**src/sv/ccwf_pkg.sv**
```systemverilog
package ccwf_pkg;

  // Defaults for the top-level parameters
  localparam int unsigned MaxChannelsDef = 512;
  localparam int unsigned SampleBitsDef  = 16;

  // Fixed field widths
  localparam int unsigned SampleW  = 16;
  localparam int unsigned ThrW     = 16;
  localparam int unsigned RunW     = 10;
  localparam int unsigned WinW     = 9;
  localparam int unsigned CfgIdxW  = 1;
  localparam int unsigned CfgDataW = 16;

  localparam logic [ThrW-1:0] ThresholdRst = ThrW'(18);
  localparam logic [RunW-1:0] MinLenRst    = RunW'(4);
  localparam logic [RunW-1:0] RunSat       = '1;

  typedef enum logic [CfgIdxW-1:0] {
    REG_THRESHOLD = 1'b0,
    REG_MIN_LEN   = 1'b1
  } cfg_reg_e;

  typedef struct packed {
    logic [SampleW-1:0] sample;
    logic               last_channel;
  } item_t;

  typedef struct packed {
    logic            cluster_found;
    logic [WinW-1:0] window_left;
    logic [WinW-1:0] window_right;
    logic            frame_overflow;
  } res_t;

endpackage

```
**src/sv/ccwf_if.sv**
```systemverilog
interface ccwf_item_if;
  logic                        valid;
  logic                        ready;
  logic [ccwf_pkg::SampleW-1:0] sample;
  logic                        last_channel;

  modport source (output valid, output sample, output last_channel, input ready);
  modport sink   (input valid, input sample, input last_channel, output ready);
endinterface

interface ccwf_result_if;
  logic                      valid;
  logic                      ready;
  logic                      cluster_found;
  logic [ccwf_pkg::WinW-1:0] window_left;
  logic [ccwf_pkg::WinW-1:0] window_right;
  logic                      frame_overflow;

  modport source (output valid, output cluster_found, output window_left,
                  output window_right, output frame_overflow, input ready);
  modport sink   (input valid, input cluster_found, input window_left,
                  input window_right, input frame_overflow, output ready);
endinterface

interface ccwf_cfg_if;
  logic                          valid;
  logic                          ready;
  logic [ccwf_pkg::CfgIdxW-1:0]  index;
  logic [ccwf_pkg::CfgDataW-1:0] data;

  modport source (output valid, output index, output data, input ready);
  modport sink   (input valid, input index, input data, output ready);
endinterface

```
**src/sv/ccwf_in_stage.sv**
```systemverilog
module ccwf_in_stage (
  input  logic              clk_i,
  input  logic              rst_ni,
  ccwf_item_if.sink         in_i,
  input  logic              advance_i,
  output logic              valid_o,
  output ccwf_pkg::item_t   item_o
);

  logic            valid_q;
  ccwf_pkg::item_t item_q;
  logic            take;

  assign in_i.ready = !valid_q || advance_i;
  assign take       = in_i.valid && in_i.ready;

  always_ff @(posedge clk_i or negedge rst_ni) begin
    if (!rst_ni) begin
      valid_q <= 1'b0;
    end else if (take) begin
      valid_q <= 1'b1;
    end else if (advance_i) begin
      valid_q <= 1'b0;
    end
  end

  // Payload register, no reset
  always_ff @(posedge clk_i) begin
    if (take) begin
      item_q.sample       <= in_i.sample;
      item_q.last_channel <= in_i.last_channel;
    end
  end

  assign valid_o = valid_q;
  assign item_o  = item_q;

endmodule

```
**src/sv/ccwf_tracker.sv**
```systemverilog
module ccwf_tracker #(
  parameter int unsigned MAX_CHANNELS = ccwf_pkg::MaxChannelsDef,
  parameter int unsigned SAMPLE_BITS  = ccwf_pkg::SampleBitsDef
) (
  input  logic                          clk_i,
  input  logic                          rst_ni,
  input  logic                          proc_i,
  input  ccwf_pkg::item_t               item_i,
  input  logic [ccwf_pkg::ThrW-1:0]     threshold_i,
  input  logic [ccwf_pkg::RunW-1:0]     min_len_i,
  output ccwf_pkg::res_t                res_o
);

  localparam int unsigned IdxW   = $clog2(MAX_CHANNELS);
  localparam int unsigned EffW   = (SAMPLE_BITS < ccwf_pkg::SampleW) ? SAMPLE_BITS
                                                                     : ccwf_pkg::SampleW;
  localparam logic [ccwf_pkg::SampleW-1:0] SampleMask =
    ccwf_pkg::SampleW'((64'd1 << EffW) - 64'd1);
  localparam logic [IdxW-1:0] TopIdx = IdxW'(MAX_CHANNELS - 1);

  logic [IdxW-1:0]          idx_q, idx_d;
  logic [ccwf_pkg::RunW-1:0] len_q, len_d;
  logic [IdxW-1:0]          start_q, start_d;
  logic [IdxW-1:0]          end_q, end_d;
  logic                     found_q, found_d;
  logic [IdxW-1:0]          left_q, left_d;
  logic [IdxW-1:0]          right_q, right_d;
  logic                     ovf_q, ovf_d;
  logic                     top_q, top_d;

  logic [ccwf_pkg::SampleW-1:0] smp;
  logic                         hit;
  logic [ccwf_pkg::RunW-1:0]    need;

  // Step values before the frame-end close
  logic [ccwf_pkg::RunW-1:0] s_len;
  logic [IdxW-1:0]           s_start, s_end, s_left, s_right;
  logic                      s_found;
  logic                      frame_close;

  assign smp  = item_i.sample & SampleMask;
  assign hit  = smp > threshold_i;
  assign need = (min_len_i == '0) ? ccwf_pkg::RunW'(1) : min_len_i;

  always_comb begin
    s_len   = len_q;
    s_start = start_q;
    s_end   = end_q;
    s_left  = left_q;
    s_right = right_q;
    s_found = found_q;
    idx_d   = idx_q;
    ovf_d   = ovf_q;
    top_d   = top_q;

    if (top_q) begin
      // Past the last channel slot: flag it, touch nothing else
      ovf_d = 1'b1;
    end else begin
      if (hit) begin
        if (len_q == '0) begin
          s_start = idx_q;
        end
        if (len_q != ccwf_pkg::RunSat) begin
          s_len = len_q + ccwf_pkg::RunW'(1);
        end
        s_end = idx_q;
      end else begin
        if (len_q != '0 && len_q >= need) begin
          if (!found_q) begin
            s_left = start_q;
          end
          s_right = end_q;
          s_found = 1'b1;
        end
        s_len = '0;
      end
      if (idx_q == TopIdx) begin
        top_d = 1'b1;
      end else begin
        idx_d = idx_q + IdxW'(1);
      end
    end

    // Close a run still open at the last channel
    frame_close = s_len != '0 && s_len >= need;
    res_o.cluster_found  = s_found || frame_close;
    res_o.window_left    = ccwf_pkg::WinW'((s_found || !frame_close) ? s_left : s_start);
    res_o.window_right   = ccwf_pkg::WinW'(frame_close ? s_end : s_right);
    res_o.frame_overflow = ovf_d;
    if (!res_o.cluster_found) begin
      res_o.window_left  = '0;
      res_o.window_right = '0;
    end

    len_d   = s_len;
    start_d = s_start;
    end_d   = s_end;
    left_d  = s_left;
    right_d = s_right;
    found_d = s_found;
    if (item_i.last_channel) begin
      // Clear for the next frame
      idx_d   = '0;
      len_d   = '0;
      start_d = '0;
      end_d   = '0;
      left_d  = '0;
      right_d = '0;
      found_d = 1'b0;
      ovf_d   = 1'b0;
      top_d   = 1'b0;
    end
  end

  always_ff @(posedge clk_i or negedge rst_ni) begin
    if (!rst_ni) begin
      idx_q   <= '0;
      len_q   <= '0;
      start_q <= '0;
      end_q   <= '0;
      found_q <= 1'b0;
      left_q  <= '0;
      right_q <= '0;
      ovf_q   <= 1'b0;
      top_q   <= 1'b0;
    end else if (proc_i) begin
      idx_q   <= idx_d;
      len_q   <= len_d;
      start_q <= start_d;
      end_q   <= end_d;
      found_q <= found_d;
      left_q  <= left_d;
      right_q <= right_d;
      ovf_q   <= ovf_d;
      top_q   <= top_d;
    end
  end

  a_clear_after_frame: assert property (@(posedge clk_i) disable iff (!rst_ni)
    proc_i && item_i.last_channel |=> idx_q == '0 && len_q == '0 && !found_q && !ovf_q)
    else $error("frame state not cleared after last channel");

  a_ovf_needs_top: assert property (@(posedge clk_i) disable iff (!rst_ni)
    ovf_q |-> top_q)
    else $error("overflow set before the top channel was taken");

  a_open_run_has_channel: assert property (@(posedge clk_i) disable iff (!rst_ni)
    len_q != '0 |-> idx_q != '0 || top_q)
    else $error("open run without any channel taken");

endmodule

```
**src/sv/ccwf_out_reg.sv**
```systemverilog
module ccwf_out_reg (
  input  logic            clk_i,
  input  logic            rst_ni,
  input  logic            load_i,
  input  ccwf_pkg::res_t  res_i,
  output logic            free_o,
  ccwf_result_if.source   res_o
);

  logic           valid_q;
  ccwf_pkg::res_t res_q;

  assign free_o = !valid_q || res_o.ready;

  always_ff @(posedge clk_i or negedge rst_ni) begin
    if (!rst_ni) begin
      valid_q <= 1'b0;
    end else if (load_i) begin
      valid_q <= 1'b1;
    end else if (res_o.ready) begin
      valid_q <= 1'b0;
    end
  end

  always_ff @(posedge clk_i) begin
    if (load_i) begin
      res_q <= res_i;
    end
  end

  assign res_o.valid          = valid_q;
  assign res_o.cluster_found  = res_q.cluster_found;
  assign res_o.window_left    = res_q.window_left;
  assign res_o.window_right   = res_q.window_right;
  assign res_o.frame_overflow = res_q.frame_overflow;

  a_no_load_when_full: assert property (@(posedge clk_i) disable iff (!rst_ni)
    load_i |-> free_o)
    else $error("result loaded over an untaken result");

  a_empty_window: assert property (@(posedge clk_i) disable iff (!rst_ni)
    valid_q && !res_q.cluster_found |-> res_q.window_left == '0 && res_q.window_right == '0)
    else $error("window reported without a cluster");

  a_load_sets_valid: assert property (@(posedge clk_i) disable iff (!rst_ni)
    load_i |=> valid_q)
    else $error("loaded result not shown");

endmodule

```
**src/sv/channel_cluster_window_finder.sv**
```systemverilog
// Channel cluster window finder.
// Feed the channel samples of one board frame on in_i, in channel order, one
// item per channel, with last_channel set on the final one. A sample above the
// threshold register is a hit; a run of at least min_cluster_len hit channels
// is a cluster. On the last channel one result item leaves on res_o: whether a
// cluster was found, the first channel of the first cluster, the last channel
// of the last cluster (both 0 without a cluster) and the overflow flag for a
// frame longer than MAX_CHANNELS. Other channels produce no result.
// Throughput: one item per cycle while no last channel waits on a full result
// register; the per-channel tracking is one compare and counter update between
// the input register and the result register. The last channel's result is
// registered in the result register and held there until it is taken.
// Reset clears the frame state, loads threshold 18 and minimum length 4, and
// leaves both channels empty. When the receiver stalls, channels keep flowing
// until a last channel meets a full result register; then in_i.ready drops
// until the result is taken. Write cfg_i only while no frame is in flight.
module channel_cluster_window_finder #(
  parameter int unsigned MAX_CHANNELS = ccwf_pkg::MaxChannelsDef,
  parameter int unsigned SAMPLE_BITS  = ccwf_pkg::SampleBitsDef
) (
  input  logic           clk_i,
  input  logic           rst_ni,
  ccwf_item_if.sink      in_i,
  ccwf_result_if.source  res_o,
  ccwf_cfg_if.sink       cfg_i
);

  // Configuration registers
  logic [ccwf_pkg::ThrW-1:0] threshold_q;
  logic [ccwf_pkg::RunW-1:0] min_len_q;

  assign cfg_i.ready = 1'b1;

  always_ff @(posedge clk_i or negedge rst_ni) begin
    if (!rst_ni) begin
      threshold_q <= ccwf_pkg::ThresholdRst;
      min_len_q   <= ccwf_pkg::MinLenRst;
    end else if (cfg_i.valid && cfg_i.ready) begin
      unique case (ccwf_pkg::cfg_reg_e'(cfg_i.index))
        ccwf_pkg::REG_THRESHOLD: threshold_q <= cfg_i.data;
        ccwf_pkg::REG_MIN_LEN:   min_len_q   <= cfg_i.data[ccwf_pkg::RunW-1:0];
        default: ;
      endcase
    end
  end

  logic            item_valid;
  ccwf_pkg::item_t item;
  logic            out_free;
  logic            advance;
  ccwf_pkg::res_t  res;

  // A held item moves on unless it ends a frame and the result slot is busy
  assign advance = item_valid && (!item.last_channel || out_free);

  ccwf_in_stage u_in (
    .clk_i     (clk_i),
    .rst_ni    (rst_ni),
    .in_i      (in_i),
    .advance_i (advance),
    .valid_o   (item_valid),
    .item_o    (item)
  );

  ccwf_tracker #(
    .MAX_CHANNELS (MAX_CHANNELS),
    .SAMPLE_BITS  (SAMPLE_BITS)
  ) u_track (
    .clk_i       (clk_i),
    .rst_ni      (rst_ni),
    .proc_i      (advance),
    .item_i      (item),
    .threshold_i (threshold_q),
    .min_len_i   (min_len_q),
    .res_o       (res)
  );

  ccwf_out_reg u_out (
    .clk_i  (clk_i),
    .rst_ni (rst_ni),
    .load_i (advance && item.last_channel),
    .res_i  (res),
    .free_o (out_free),
    .res_o  (res_o)
  );

endmodule

```
**src/flat_wrapper.sv**
```systemverilog
// flat-port wrapper written by rule: the top's interface ports become plain ports
module channel_cluster_window_finder_flat 
#(
  parameter int unsigned MAX_CHANNELS = ccwf_pkg::MaxChannelsDef,
  parameter int unsigned SAMPLE_BITS  = ccwf_pkg::SampleBitsDef
)
  (clk_i, rst_ni, in_i_valid, in_i_sample, in_i_last_channel, in_i_ready, res_o_valid, res_o_cluster_found, res_o_window_left, res_o_window_right, res_o_frame_overflow, res_o_ready, cfg_i_valid, cfg_i_index, cfg_i_data, cfg_i_ready);
  ccwf_item_if in_i_i ();
  ccwf_result_if res_o_i ();
  ccwf_cfg_if cfg_i_i ();
  input  logic clk_i;
  input  logic rst_ni;
  input wire logic [$bits(in_i_i.valid)-1:0] in_i_valid;
  input wire logic [$bits(in_i_i.sample)-1:0] in_i_sample;
  input wire logic [$bits(in_i_i.last_channel)-1:0] in_i_last_channel;
  output wire logic [$bits(in_i_i.ready)-1:0] in_i_ready;
  output wire logic [$bits(res_o_i.valid)-1:0] res_o_valid;
  output wire logic [$bits(res_o_i.cluster_found)-1:0] res_o_cluster_found;
  output wire logic [$bits(res_o_i.window_left)-1:0] res_o_window_left;
  output wire logic [$bits(res_o_i.window_right)-1:0] res_o_window_right;
  output wire logic [$bits(res_o_i.frame_overflow)-1:0] res_o_frame_overflow;
  input wire logic [$bits(res_o_i.ready)-1:0] res_o_ready;
  input wire logic [$bits(cfg_i_i.valid)-1:0] cfg_i_valid;
  input wire logic [$bits(cfg_i_i.index)-1:0] cfg_i_index;
  input wire logic [$bits(cfg_i_i.data)-1:0] cfg_i_data;
  output wire logic [$bits(cfg_i_i.ready)-1:0] cfg_i_ready;
  assign in_i_i.valid = in_i_valid;
  assign in_i_i.sample = in_i_sample;
  assign in_i_i.last_channel = in_i_last_channel;
  assign in_i_ready = in_i_i.ready;
  assign res_o_valid = res_o_i.valid;
  assign res_o_cluster_found = res_o_i.cluster_found;
  assign res_o_window_left = res_o_i.window_left;
  assign res_o_window_right = res_o_i.window_right;
  assign res_o_frame_overflow = res_o_i.frame_overflow;
  assign res_o_i.ready = res_o_ready;
  assign cfg_i_i.valid = cfg_i_valid;
  assign cfg_i_i.index = cfg_i_index;
  assign cfg_i_i.data = cfg_i_data;
  assign cfg_i_ready = cfg_i_i.ready;
  channel_cluster_window_finder #(.MAX_CHANNELS(MAX_CHANNELS), .SAMPLE_BITS(SAMPLE_BITS)) u_core (.clk_i(clk_i), .rst_ni(rst_ni), .in_i(in_i_i), .res_o(res_o_i), .cfg_i(cfg_i_i));
endmodule
```
**config.mk**
```make
export PLATFORM = sky130hd
export DESIGN_NAME = channel_cluster_window_finder_flat
export DESIGN_NICKNAME = d
export VERILOG_FILES = /design/src/sv/ccwf_pkg.sv /design/src/sv/ccwf_if.sv /design/src/sv/ccwf_in_stage.sv /design/src/sv/ccwf_tracker.sv /design/src/sv/ccwf_out_reg.sv /design/src/sv/channel_cluster_window_finder.sv /design/src/flat_wrapper.sv
export SDC_FILE = /design/constraint.sdc
export NUM_CORES = 1
export LEC_CHECK = 0
export ABC_AREA = 1
export ABC_CLOCK_PERIOD_IN_PS = 3500
export BUFFER_PORTS_ARGS = -buffer_cell sky130_fd_sc_hd__buf_2
export CORE_MARGIN = 3
export CORE_UTILIZATION = 40
export DETAILED_ROUTE_END_ITERATION = 7
export GPL_TIMING_DRIVEN = 0
export MAX_ROUTING_LAYER = met4
export PLACE_DENSITY = 0.6
export SETUP_SLACK_MARGIN = 0.15
export SLEW_MARGIN = 20
export SYNTH_ARGS = -nofsm -noshare
export SYNTH_HDL_FRONTEND = slang
export SYNTH_HIERARCHICAL = 1
export SYNTH_SLANG_ARGS = --single-unit
```
**constraint.sdc**
```tcl
create_clock -name clk_i -period 3.5 [get_ports clk_i]
set_clock_uncertainty 0.05 [all_clocks]
set_input_delay 0.525 -clock clk_i [delete_from_list [all_inputs] [get_ports clk_i]]
set_output_delay 0.525 -clock clk_i [all_outputs]
set_load 0.02 [all_outputs]
```
Word level (Yosys, flattened, before mapping)
Cells that the tools add are included.
W data, S select, Z words.

operators by class
  add/subtract/negate cells = 2
  bitwise logic cells = 1
  reduce and logical (&&, ||, !) cells = 23
  $lt $le $gt $ge = 3
  equal/unequal tests = 4
  muxes and demuxes = 39

operators by type and width
  cell                     count
  $mux W9                  21
  $mux W10                 5
  $ge A10 B10 Y1           2
  $logic_not A10 Y1        2
  $reduce_bool A10 Y1      2
  $gt A16 B16 Y1           1
  $mux W1                  13
  $add A10 B1 Y10 const B  1
  $ne A10 B10 Y1 const B   1
  $add A9 B1 Y9 const B    1
  $eq A9 B9 Y1 const B     1
  $logic_and A1 B1 Y1      5
  $logic_or A1 B1 Y1       5
  $logic_not A1 Y1         4
  $ne A2 B1 Y1 const B     2
  $reduce_and A2 Y1        2
  $reduce_bool A2 Y1       2
  $reduce_and A3 Y1        1
  $not A1 Y1               1

storage, ports and cells
  logic and storage cells = 91
  output and inout bits = 23
  bits in registers = 123

Longest topological paths before layout
Gate-level depths: netlist of the first run.

  word-level depth = 9
  depth in mapped cells = 23
  mapped depth without buffers = 23

Hierarchy
Netlist of the first run, hierarchy kept.

modules (own cells, without submodules)
  module                         instances  sequential area each (µm²)  area each (µm²)  cells each
  ccwf_tracker                   1          1,451.4                     4,571.9          639
  channel_cluster_window_finder  1          654.4                       1,064.8          119
  ccwf_out_reg                   1          625.6                       645.6            25
  ccwf_in_stage                  1          535.5                       555.5            23

Worst setup path after synthesis of the first run
OpenSTA, ideal clock, no wires.

  kind = flip-flop to flip-flop
  start = reg u_core/threshold_q[1] in the netlist's numbering
  end = reg u_core.u_out.res_q (netlist bit u_core/u_out/res_o.window_left[7]), data pin
  arrival = 2,911 ps
  stages on the path, launching flop included = 23
  setup time = 254 ps
  required time = 3,196 ps
  period minus slack after synthesis = 3,215 ps
  slack = 285 ps
  cells stage by stage = dfstp_2 inv_1 ha_1 nand2_1 nand2_1 nand2_1 nand2_1 nand2_1 nand2_1 nand2_1 nand2_2 nand2_2 nand2_4 nand2_1 inv_1 ha_1 a21oi_1 nor2_1 a211oi_1 nand4_1 clkbuf_1 nand4_1 nand2_1

between the ends
  cells in the longest elaborated chain, start to end = 8
  elaborated cells between the ends (all ways) = 16
  classes of those cells = order compare: 2; mux: 9; reduce/logical: 5

RTL lines
  what                                                          RTL line                             source
  from (decl)                                                   channel_cluster_window_finder.sv:29  logic [ccwf_pkg::ThrW-1:0] threshold_q;
  from (signal assigned)                                        channel_cluster_window_finder.sv:36  threshold_q <= ccwf_pkg::ThresholdRst;
  from (signal assigned)                                        channel_cluster_window_finder.sv:40  ccwf_pkg::REG_THRESHOLD: threshold_q <= cfg_i.data;
  $gt A16 B16 Y1 (*)                                            ccwf_tracker.sv:42                   assign hit = smp > threshold_i;
  $mux W10                                                      ccwf_tracker.sv:60                   if (hit) begin
  $mux W10                                                      ccwf_tracker.sv:56                   if (top_q) begin
  $ge A10 B10 Y1 / $reduce_bool A10 Y1 (equally long branches)  ccwf_tracker.sv:86                   frame_close = s_len != '0 && s_len >= need;
  $logic_and A1 B1 Y1                                           ccwf_tracker.sv:86
  $logic_not A1 Y1                                              ccwf_tracker.sv:88                   res_o.window_left = ccwf_pkg::WinW'((s_found || !frame_close) ? s_left : s_start);
  $logic_or A1 B1 Y1                                            ccwf_tracker.sv:88
  $mux W9                                                       ccwf_tracker.sv:88
  to (signal assigned)                                          ccwf_out_reg.sv:27                   res_q <= res_i;
  to (decl)                                                     ccwf_out_reg.sv:11                   ccwf_pkg::res_t res_q;

Every way passes the cells marked *; elsewhere a longest branch is shown, timed or not.
A chain may end at the register's enable or synchronous reset.

Worst setup path in the final report of the first run
  start = reg u_core.u_in.item_q (netlist bit u_core/u_in/item_o[16])
  end = reg u_core.u_out.res_q (netlist bit u_core/u_out/res_o.window_right[8]), data pin

between the ends
  cells in the longest elaborated chain, start to end = 6
  elaborated cells between the ends (all ways) = 14
  classes of those cells = order compare: 2; mux: 9; reduce/logical: 3

RTL lines
  what                                                          RTL line                                source
  from (decl)                                                   ccwf_in_stage.sv:11                     ccwf_pkg::item_t item_q;
  $gt A16 B16 Y1 (*)                                            ccwf_tracker.sv:42
  $mux W10                                                      ccwf_tracker.sv:60
  $mux W10                                                      ccwf_tracker.sv:56
  $ge A10 B10 Y1 / $reduce_bool A10 Y1 (equally long branches)  ccwf_tracker.sv:86
  $logic_and A1 B1 Y1                                           ccwf_tracker.sv:86
  $mux W9 / $logic_or A1 B1 Y1 (equally long branches)          ccwf_tracker.sv:89, ccwf_tracker.sv:87

Marked as above.

==> impl_metrics.ini, run 1 <==
[global_routing]
grt_use_total = 0.1929
grt_pass1_vias = 5469
use_met2 = 0.2987
global_route.usage.met1 = 0.2553
busiest_layer = met2
grt_pass1_wl_um = 27330
antenna_found_initial = 0
grt_start_max_net_pins = 55
grt.overflow.total = 0
use_met3 = 0.04265

[logic_synthesis]
synth.net_count = 885
yosysUniqueCellTypes = 44
synth_area_um2 = 6838
ys_warn_count = 6
synth_ff_type = dfrtp_1
synth_edf_count = 37
seq_area_frac_synth = 0.4778
synthArstFlopShare = 0.6992
syn_avg_cell_area_um2 = 8.484
synth_cells = 806
ys_ff_latch = 123

[finish]
final_cell_mix = nand2_1 (184), inv_1 (107), dfrtp_1 (82), buf_2 (66), o21ai_0 (54)
final_cell_count_no_fill = 1130
antennaDiodeCount = 0
nNetsFinal = 976
syn_to_final_growth_pct = 23.13
final_layout_size_suffix_gt1_frac = 0.2132
final_common_cell = nand2_1

[routing]
drt-pass1-iter-count = 5
postRouteWirelength_um = 16610
vias = 5714
avgRoutedWirePerCell_um = 14.70
antenna_left = 0
drt_drc_violations_left = 0
viasPerCell = 5.057
initialDrtViolationCount = 285

[critical_path]
critPathMaxFanout = 8
critical-path-max-stage-delay_ns = 0.38
crit_chain = ha_1 > nand2_1 > nor3_2 > nand3_2 > nand2_4 > nand2_8 > nand2_2 > inv_1 > ha_4 > nand2_2 > nor4_4 > nand3_1 > nand4_1 > buf_6 > buf_8 > nand2_8 > nand3_2 > nand2_2
crit_path_end_kind = flop
cp.arrival_ns = 3.43
path_buf_inv = 3
cp_slowest_cell = edfxtp_1
path_delay_family = simple AND/OR/NAND/NOR gates
cp.required_ns = 3.63
path_class = flop to flop
crit_path_start_kind = flop
crit_top_cell = nand2_2

[power]
internal_power_mw = 3.375
pwr-share-seq = 0.357
p_leak_nw = 4.094
comb_power_share = 0.271
switching_share = 0.3367
total_power_mw = 5.089
clkPwrFrac = 0.371
peakVddDrop_v = 0.0004457
switchingPower_mw = 1.713
p_per_area_nw_per_um2 = 604.4

[cts]
clockRootBuffer = clkbuf_16
clock_sinks = 123
h-tree-depth = 4
worstSkewPairLatency_ns = 0.43
tritoncts = yes
clkTransAtPathRegs_ns = 0.06
cts_made_buffers = 17
cts.path.max_buffers = 2

[worst_hold_path]
hold_path.class = input pin to flop

[floorplanning]
start_util = 0.4109
fp.dieW_um = 136.7
rows = 47
chipHeight_um = 136.7
core_area_um2 = 16640
die_area_um2 = 18700
top_level_ports = 62

[flow_run]
drv_cap = 0

[place]
place_congestion = 0.8746
dp.cells = 1087
port-buffer-count = 59
hpwl_um = 11760

[sta]
fin_crit_ns = 3.302
finalSetupViolCount = 0
finalMaxSlewViolations = 0
min_period_over_period = 0.9434
rsz0062_at_grt = yes
fmax_mhz = 302.9
setup_tns_ns = 0
worst_pin_slew_ns = 0.8627
hold_viol = 0
max_slew_margin = 0.4242

[status]
status = complete, no violations
-- metal layers --
metal,wire [um],vias to the layer above,part of all wire
li1,-,2854,-
met3,780,17,0.047
met4,197,0,0.012
met2,7762,143,0.47
met1,7868,2700,0.47
met5,0,-,0
-- flip-flops by register name, summed over array words and instances (netlist names), 9 cells and up --
register	count
u_core/min_len_q	10
u_core/threshold_q	16
u_core/u_in/item_o	17
u_core/u_out/res_o.window_left	9
u_core/u_out/res_o.window_right	9
u_core/u_track/end_q	9
u_core/u_track/idx_q	9
u_core/u_track/left_q	9
u_core/u_track/len_q	10
u_core/u_track/right_q	9
u_core/u_track/start_q	9
-- worst register-to-register path: stages, from the launching register on --
cell      delay, ns
edfxtp_1       0.38
ha_1           0.32
nand2_1        0.10
nor3_2         0.29
nand3_2        0.22
nand2_4        0.16
nand2_8        0.09
nand2_2        0.09
inv_1          0.06
ha_4           0.27
nand2_2        0.07
nor4_4         0.26
nand3_1        0.10
nand4_1        0.09
buf_6          0.14
buf_8          0.14
nand2_8        0.08
nand3_2        0.08
nand2_2        0.05
-- cells by family (layout without fill, tap and decap cells) --
| logic type | Yosys count | after routing | synth area share |
|---|---|---|---|
| simple gates | 374 | 375 | 0.2635 |
| xor+xnor | 2 | 2 | 0.002562 |
| fa+ha+maj | 40 | 40 | 0.07319 |
| flops | 123 | 123 | 0.4778 |
| compound gates | 124 | 124 | 0.09735 |
| other cells | 1 | 1 | 0.0005484 |
| buf+inv | 142 | 245 | 0.08509 |
-- area by class of cell --
class	count	area, um2
sequential	123	3268
tap	220	275.3
inverter	117	451.7
clock buffer	23	554.3
clock inverter	9	91.34
timing repair buffer	71	429.2
buffer	25	147.6
fill	1551	8223
multi-input combinational	542	3202
-- cells in the mapped netlist, types with 2 or more instances --
master    instances  area, um2
or2_0             6      37.54
edfxtp_1         37       1111
buf_4             3      22.52
nor2_4            4      45.04
a21oi_1          38      190.2
nand3b_1          9      67.56
inv_2             7      26.28
buf_2             8      40.04
nor2_1           49      183.9
ha_1             40      500.5
nor3_2            3      30.03
nand3_2          10      100.1
o21ai_0          55      275.3
nand2_4           5      56.30
nand3_1          44      220.2
o21ai_1           5      25.02
clkbuf_1         11      41.29
nand4_1          20      125.1
dfstp_2           3      78.83
inv_1           109      409.1
nor3_1            6      30.03
nor4_1            4      25.02
buf_6             3      33.78
nand2_2           7      43.79
o211ai_1          2      15.01
xor2_1            2      17.52
nand2_1         199      747.0
dfrtp_1          83       2077
or2_1             3      18.77
o22ai_1          17      106.4
-- power groups by stage --
stage / combinational [mW] / clock (mW) / sequential, mW
floorplan: 0.832 / 0 / 1.84
global placement: 1.16 / 0 / 1.84
detailed placement: 1.19 / 0 / 1.84
CTS: 1.28 / 1.92 / 1.81
global route: 1.55 / 1.99 / 1.84
finish: 1.38 / 1.89 / 1.82
-- final timing paths --
kind	from	endpoint	slack, ns	cells after the start
worst min-delay path	in_i_sample[7]	u_core/u_in/item_o[8]$_DFFE_PP_	0.22	1
min in group asynchronous	rst_ni	u_core/threshold_q[0]$_DFFE_PN0P_	0.50	2
worst max-delay path	u_core/u_in/item_o[16]$_DFFE_PP_	u_core/u_out/res_o.window_right[8]$_DFFE_PP_	0.20	18
max in group asynchronous	rst_ni	u_core/min_len_q[2]$_DFFE_PN1P_	2.30	3
worst max register to register	u_core/u_in/item_o[16]$_DFFE_PP_	u_core/u_out/res_o.window_right[8]$_DFFE_PP_	0.20	18
worst min register to register	u_core/threshold_q[4]$_DFFE_PN1P_	u_core/threshold_q[4]$_DFFE_PN1P_	0.42	2
-- stage by stage --
step	area, um2	worst slack, ns	hold WS (ns)	util
2_1_floorplan	6838	0.2850	0.1794	-
3_3_place_gp	7408	-0.4626	0.4029	0.4452
3_5_place_dp	7457	-0.4763	0.3850	0.4481
4_1_cts	8255	0.1638	0.2024	0.4961
5_1_grt	8419	-0.01491	0.2036	0.5059
6_report	8419	0.1983	0.2225	0.5059
-- timing repair --
| item | 4_1_cts | 5_1_grt |
|---|---|---|
| endpoints found under the hold margin | 32 | 0 |
| setup endpoints to repair | 19 | 19 |
| pin swaps | 6 | 17 |
| buffers inserted | 6 | 3 |
| gates resized for setup | 19 | 30 |
| hold buffers | 1 | 0 |
| cloned | 0 | 1 |
No activity file was read; power rests on OpenSTA's default activity.
==> run 2, diff against run 1 <==
RECOVER_POWER = 100   (was default)
SLEW_MARGIN = default   (was 20)
==> run 2 against run 1 <==
The run now ends with max-capacitance violations, max-slew violations left. Sequential cell count stayed put. Core utilization shrank 1.3 points. Clock power decreased by 9.5%. Cell area down 2.7%.
==> impl_metrics.ini, run 2 (synthesis gave the netlist of run 1 again) <==
[status]
status = finished, violations left
violations = max-capacitance violations, max-slew violations

[sta]
min_period_over_period = 0.9275
max_slew_margin = -0.2196
fin_ws_ns = 0.2538
whs_ns = 0.2276
rsz0062_at_grt = yes
finalMaxSlewViolations = 52
fin_crit_ns = 3.246
finalSetupViolCount = 0
worst_pin_slew_ns = 1.829
fmax_mhz = 308.1
setup_tns_ns = 0
hold_viol = 0

[flow_run]
drv_cap = 2

[power]
p_per_area_nw_per_um2 = 592.0
p_leak_nw = 3.956
total_power_mw = 4.851
peakVddDrop_v = 0.0004044

[floorplanning]
core_area_um2 = 16640
chipHeight_um = 136.7
start_util = 0.4109
top_level_ports = 62
die_area_um2 = 18700
rows = 47
fp.dieW_um = 136.7

[finish]
final_layout_size_suffix_gt1_frac = 0.1676
largest_reg_flops = 17
fin_util = 0.4924
final_cell_count_no_fill = 1127
syn_to_final_growth_pct = 19.85
design_area_um2 = 8195
antennaDiodeCount = 0
final_common_cell = nand2_1
final_cell_mix = nand2_1 (189), inv_1 (110), dfrtp_1 (83), o21ai_0 (54)
nNetsFinal = 973

[worst_hold_path]
hold_path.class = input pin to flop

[routing]
avgRoutedWirePerCell_um = 14.78
antenna_left = 0
viasPerCell = 5.016
drt-pass1-iter-count = 7
drt_drc_violations_left = 0
postRouteWirelength_um = 16650
vias = 5653
initialDrtViolationCount = 345

[cts]
cts_made_buffers = 17
clock_sinks = 123
tritoncts = yes
worstSkewPairLatency_ns = 0.42
cts.path.max_buffers = 2
clockRootBuffer = clkbuf_16
h-tree-depth = 4
clkTransAtPathRegs_ns = 0.06

[critical_path]
critical-path-max-stage-delay_ns = 0.45
cp_slowest_cell = dfrtp_1
crit_path_end_kind = flop
crit_path_start_kind = flop
path_class = flop to flop
crit_top_cell = nand2_2
cp.arrival_ns = 3.37
path_delay_family = simple AND/OR/NAND/NOR gates
path_buf_inv = 4
crit_chain = ha_1 > nand2_2 > nor2_4 > nand4_4 > nand2_2 > inv_2 > a22oi_1 > nand2_2 > inv_1 > ha_1 > nand2_1 > nor2_1 > a211oi_1 > nand4_1 > buf_6 > buf_4 > nand3b_1 > nand2_2
cp.required_ns = 3.62
critPathMaxFanout = 10

[place]
port-buffer-count = 59
dp.cells = 1086
postPlaceCellArea_um2 = 7442
pre_cts_ws_ns = -0.4660
place_congestion = 0.8746
hpwl_um = 11770

[global_routing]
antenna_found_initial = 0
grt_start_max_net_pins = 55
grt_pass1_vias = 5391
grt_use_total = 0.1905
grt_pass1_wl_um = 27230
grt.overflow.total = 0
==> run 2: cell count changes in the layout (fill, tap and decap cells not counted), moves of 3 or more <==
cell | before | now
inv_2 | 9 | 6
buf_2 | 66 | 42
nand2_2 | 19 | 16
clkbuf_16 | 22 | 19
clkbuf_1 | 11 | 38
inv_1 | 107 | 110
nand2_1 | 184 | 189
==> run 2: report_power, final <==
group	leakage (nW)	internal [mW]	switching [mW]
sequential	1.49	1.69	0.125
clock	0.283	1.05	0.664
combinational	2.18	0.445	0.876
total	3.96	3.19	1.66
==> run 2: metal layers <==
layer,vias up,share of wire,track usage
li1,2844,-,-
met4,0,0.012,0.05039
met1,2651,0.48,0.2618
met5,-,0,-
met2,141,0.47,0.2900
met3,17,0.044,0.03750
==> run 2: repair_timing <==
action / 4_1_cts / 5_1_grt
pin swaps: 5 / 14
setup buffers: 5 / 3
gates resized for setup: 14 / 29
hold buffers: 0 / 0
cloned: 0 / 1
setup endpoints to repair: 19 / 19
==> run 2: worst paths after layout <==
check | depth (start not counted) | to | slack, ns | from
hold / removal | 1 | u_core/u_in/item_o[11]$_DFFE_PP_ | 0.23 | in_i_sample[10]
hold reg to reg | 2 | u_core/threshold_q[4]$_DFFE_PN1P_ | 0.42 | u_core/threshold_q[4]$_DFFE_PN1P_
setup reg to reg | 18 | u_core/u_out/res_o.window_right[6]$_DFFE_PP_ | 0.25 | u_core/u_track/len_q[1]$_DFFE_PN0P_
setup / recovery | 18 | u_core/u_out/res_o.window_right[6]$_DFFE_PP_ | 0.25 | u_core/u_track/len_q[1]$_DFFE_PN0P_
max in group asynchronous | 2 | u_core/u_track/left_q[7]$_DFFE_PN0P_ | 0.66 | rst_ni
min in group asynchronous | 1 | u_core/threshold_q[0]$_DFFE_PN0P_ | 0.54 | rst_ni
==> run 2: cell type report <==
| type | count | area, um2 |
|---|---|---|
| inverters | 117 | 451.7 |
| multi-input cells | 542 | 3143 |
| flip-flops and latches | 123 | 3267 |
| clock buffers | 24 | 524.3 |
| repair buffers | 68 | 341.6 |
| fillers | 1561 | 8447 |
| clock inverters | 8 | 56.30 |
| well taps | 220 | 275.3 |
| plain buffers | 25 | 136.4 |
==> run 3, diff against run 2 <==
ABC_AREA = default   (was 1)
PLACE_DENSITY = 0.61   (was 0.6)
RECOVER_POWER = 25   (was 100)
SLEW_MARGIN = 20   (was default)
==> run 3 against run 2 <==
The run ends with negative setup slack left. Sequential power is 8% lower. First-iteration DRC count is 13% higher. Via count is 10% lower. Maximum frequency is 20% lower. Highest routed layer unchanged.
==> impl_metrics.ini, run 3 <==
[place]
place_congestion = 0.8887
pre_cts_ws_ns = -0.9265
port-buffer-count = 60
hpwl_um = 11380
postPlaceCellArea_um2 = 7420

[routing]
postRouteWirelength_um = 16420
viasPerCell = 5.482
initialDrtViolationCount = 390
antenna_left = 0
avgRoutedWirePerCell_um = 17.77
drt_drc_violations_left = 0
drt-pass1-iter-count = 6
vias = 5065

[status]
violations = negative setup slack
status = finished, violations left

[critical_path]
crit_chain = ha_4 > nand4_4 > nor4_4 > buf_4 > nand4_4 > a31o_4 > a32oi_4 > inv_2 > buf_8 > ha_4 > a21o_1 > a211oi_2 > nor4_2 > o22a_2 > a31oi_4 > buf_12 > a21oi_2 > a221oi_2
crit_path_start_kind = flop
critical-path-max-stage-delay_ns = 0.41
cp.required_ns = 3.68
cp.arrival_ns = 4.21
crit_path_end_kind = flop
rr_worst_depth = 18
worst_r2r_endpoint = u_core/u_out/res_o.window_right[0]$_DFFE_PP_
critPathMaxFanout = 9
cp_slowest_cell = edfxtp_1
rrSetupSlack_ns = -0.53
r2r-start = u_core/u_in/item_o[16]$_DFFE_PP_
path_class = flop to flop

[floorplanning]
fp.dieW_um = 134.7
start_util = 0.4127
die_area_um2 = 18150
core_area_um2 = 16060
rows = 46
chipHeight_um = 134.7
top_level_ports = 62

[power]
peakVddDrop_v = 0.0004255
switchingPower_mw = 1.234
comb_power_share = 0.202
internal_power_mw = 2.998
p_leak_nw = 3.592
p_per_area_nw_per_um2 = 508.8
clkPwrFrac = 0.401
switching_share = 0.2916
pwr-share-seq = 0.397

[finish]
num-fill-cells = 1407
fin_util = 0.5179
final_common_cell = dfrtp_1
antennaDiodeCount = 0
final_cell_mix = dfrtp_1 (83), buf_2 (60), inv_1 (54), edfxtp_1 (37), ha_1 (33)
syn_to_final_growth_pct = 25.51
design_area_um2 = 8317
nNetsFinal = 774
largest_reg_flops = 17
final_layout_size_suffix_gt1_frac = 0.3008

[logic_synthesis]
synthArstFlopShare = 0.6992
yosysTopAreaCell = dfrtp_1
synth_edf_count = 37
syn_avg_cell_area_um2 = 11.16
ys_warn_count = 6
seq_area_frac_synth = 0.4930
yosysUniqueCellTypes = 76
ys_top_cells_by_count = dfrtp_1 (83), inv_1 (57), a21oi_1 (41), ha_1 (40), edfxtp_1 (37)
yosys-top-cells-area = dfrtp_1 (31%), edfxtp_1 (17%), ha_1 (7.6%)
yosysMostFrequentCell = dfrtp_1
synth.net_count = 673
yosys.area.top_type_share = 0.3134
ys_ff_latch = 123
synth_area_um2 = 6626
synth_cells = 594
synth_ff_type = dfrtp_1

[global_routing]
grt_pass1_wl_um = 27320
grt_start_max_net_pins = 68
busiest_layer = met2
use_met3 = 0.04508
grt.overflow.total = 0
global_route.usage.met1 = 0.2452
grt_use_total = 0.1972
grt_pass1_vias = 5324
use_met2 = 0.3096
antenna_found_initial = 0

[sta]
finalMaxSlewViolations = 0
hold_viol = 0
fin_ws_ns = -0.5331
min_period_over_period = 1.152
max_slew_margin = 0.1117
whs_ns = 0.2262
fin_crit_ns = 4.033
finalSetupViolCount = 19
fmax_mhz = 247.9
worst_pin_slew_ns = 1.332
rsz0062_at_grt = yes

[flow_run]
drv_cap = 0

[cts]
clockRootBuffer = clkbuf_16
cts.path.max_buffers = 2
worstSkewPairLatency_ns = 0.42
tritoncts = yes
clock_sinks = 123
h-tree-depth = 4
clkTransAtPathRegs_ns = 0.06
cts_made_buffers = 17

[worst_hold_path]
holdPathEnd = u_core/u_in/item_o[5]$_DFFE_PP_
hold_path.class = input pin to flop
min_from = in_i_sample[4]
holdPathStages = 1
## run 3: cell count changes after synthesis, sizes merged, moves of 17 or more
cell    before  now
a22o         0   26
inv        117   57
o21ai       60   31
nand2b       0   17
nand2      212   31
mux2         0   29
nor2        54   26
nand3       55    8
## run 3: layout make-up
class | instances | area (um2) | share of cell area
buffer | 22 | 136.4 | 0.01640
sequential | 123 | 3267 | 0.3928
timing repair buffer | 80 | 495.5 | 0.05958
clock buffer | 20 | 446.7 | 0.05371
inverter | 57 | 214.0 | 0.02573
clock inverter | 12 | 123.9 | 0.01489
multi-input combinational | 394 | 3363 | 0.4044
tap | 216 | 270.3 | 0.03250
## run 3: worst max-delay path by stage
stage / from / to / slack, ns / depth (start not counted)
6_report: u_core/u_in/item_o[16]$_DFFE_PP_ / u_core/u_out/res_o.window_right[0]$_DFFE_PP_ / -0.53 / 18
5_1_grt: u_core/threshold_q[15]$_DFFE_PN0P_ / u_core/u_out/res_o.window_right[4]$_DFFE_PP_ / -0.74 / 19
4_1_cts: u_core/threshold_q[4]$_DFFE_PN1P_ / u_core/u_out/res_o.window_right[1]$_DFFE_PP_ / -0.68 / 19
3_5_place_dp: u_core/threshold_q[13]$_DFFE_PN0P_ / u_core/u_out/res_o.window_right[0]$_DFFE_PP_ / -0.93 / 19
3_3_place_gp: u_core/threshold_q[13]$_DFFE_PN0P_ / u_core/u_out/res_o.window_right[2]$_DFFE_PP_ / -0.89 / 19
2_1_floorplan: u_core/threshold_q[13]$_DFFE_PN0P_ / u_core/u_out/res_o.window_right[0]$_DFFE_PP_ / -0.31 / 18
## run 3: cells by family after synthesis
logic type,Yosys count,share of synthesized area
flip-flops,123,0.4930
adder cells (fa/ha/maj),40,0.07553
buffers and inverters,79,0.05174
other,1,0.0005659
multiplexers,40,0.07156
XOR/XNOR,4,0.005286
AND/OR/NAND/NOR,146,0.1276
AO/OA/AOI/OAI,161,0.1747
## run 3: worst max-delay path, delay by kind of cell, from the launching register on
kind	cells	cell delay, ns
AO/OA/AOI/OAI	8	1.66
adder cells (fa/ha/maj)	2	0.53
buffers and inverters	4	0.52
flip-flops	1	0.41
AND/OR/NAND/NOR	4	0.66
## run 3: metrics by stage
step                      cells  power [mW]  setup TNS (ns)
after CTS                   920       4.267          -11.76
after floorplan             594       2.258          -4.156
final                       924       4.231          -9.180
after detailed placement    871       2.500          -14.53
after global placement      870       2.474          -13.93
after global routing        924       4.446          -12.95
## run 3: routing by layer
metal / wire length, um / up-vias
li1: - / 2385
met1: 7166 / 2487
met2: 8012 / 159
met3: 834 / 34
met4: 410 / 0
met5: 0 / -
## run 3: power groups by stage
stage	logic [mW]	clock network (mW)	registers (mW)
finish	0.855	1.70	1.68
global route	0.950	1.80	1.69
CTS	0.857	1.73	1.68
detailed placement	0.795	0	1.70
global placement	0.776	0	1.70
floorplan	0.554	0	1.70
## run 3: repair_timing
action,CTS,global route
resized for setup,25,12
endpoints found under the setup margin,27,36
buffers inserted,14,4
pin swaps,16,13
hold endpoints to repair,18,0
cloned,2,0
hold buffers,1,0
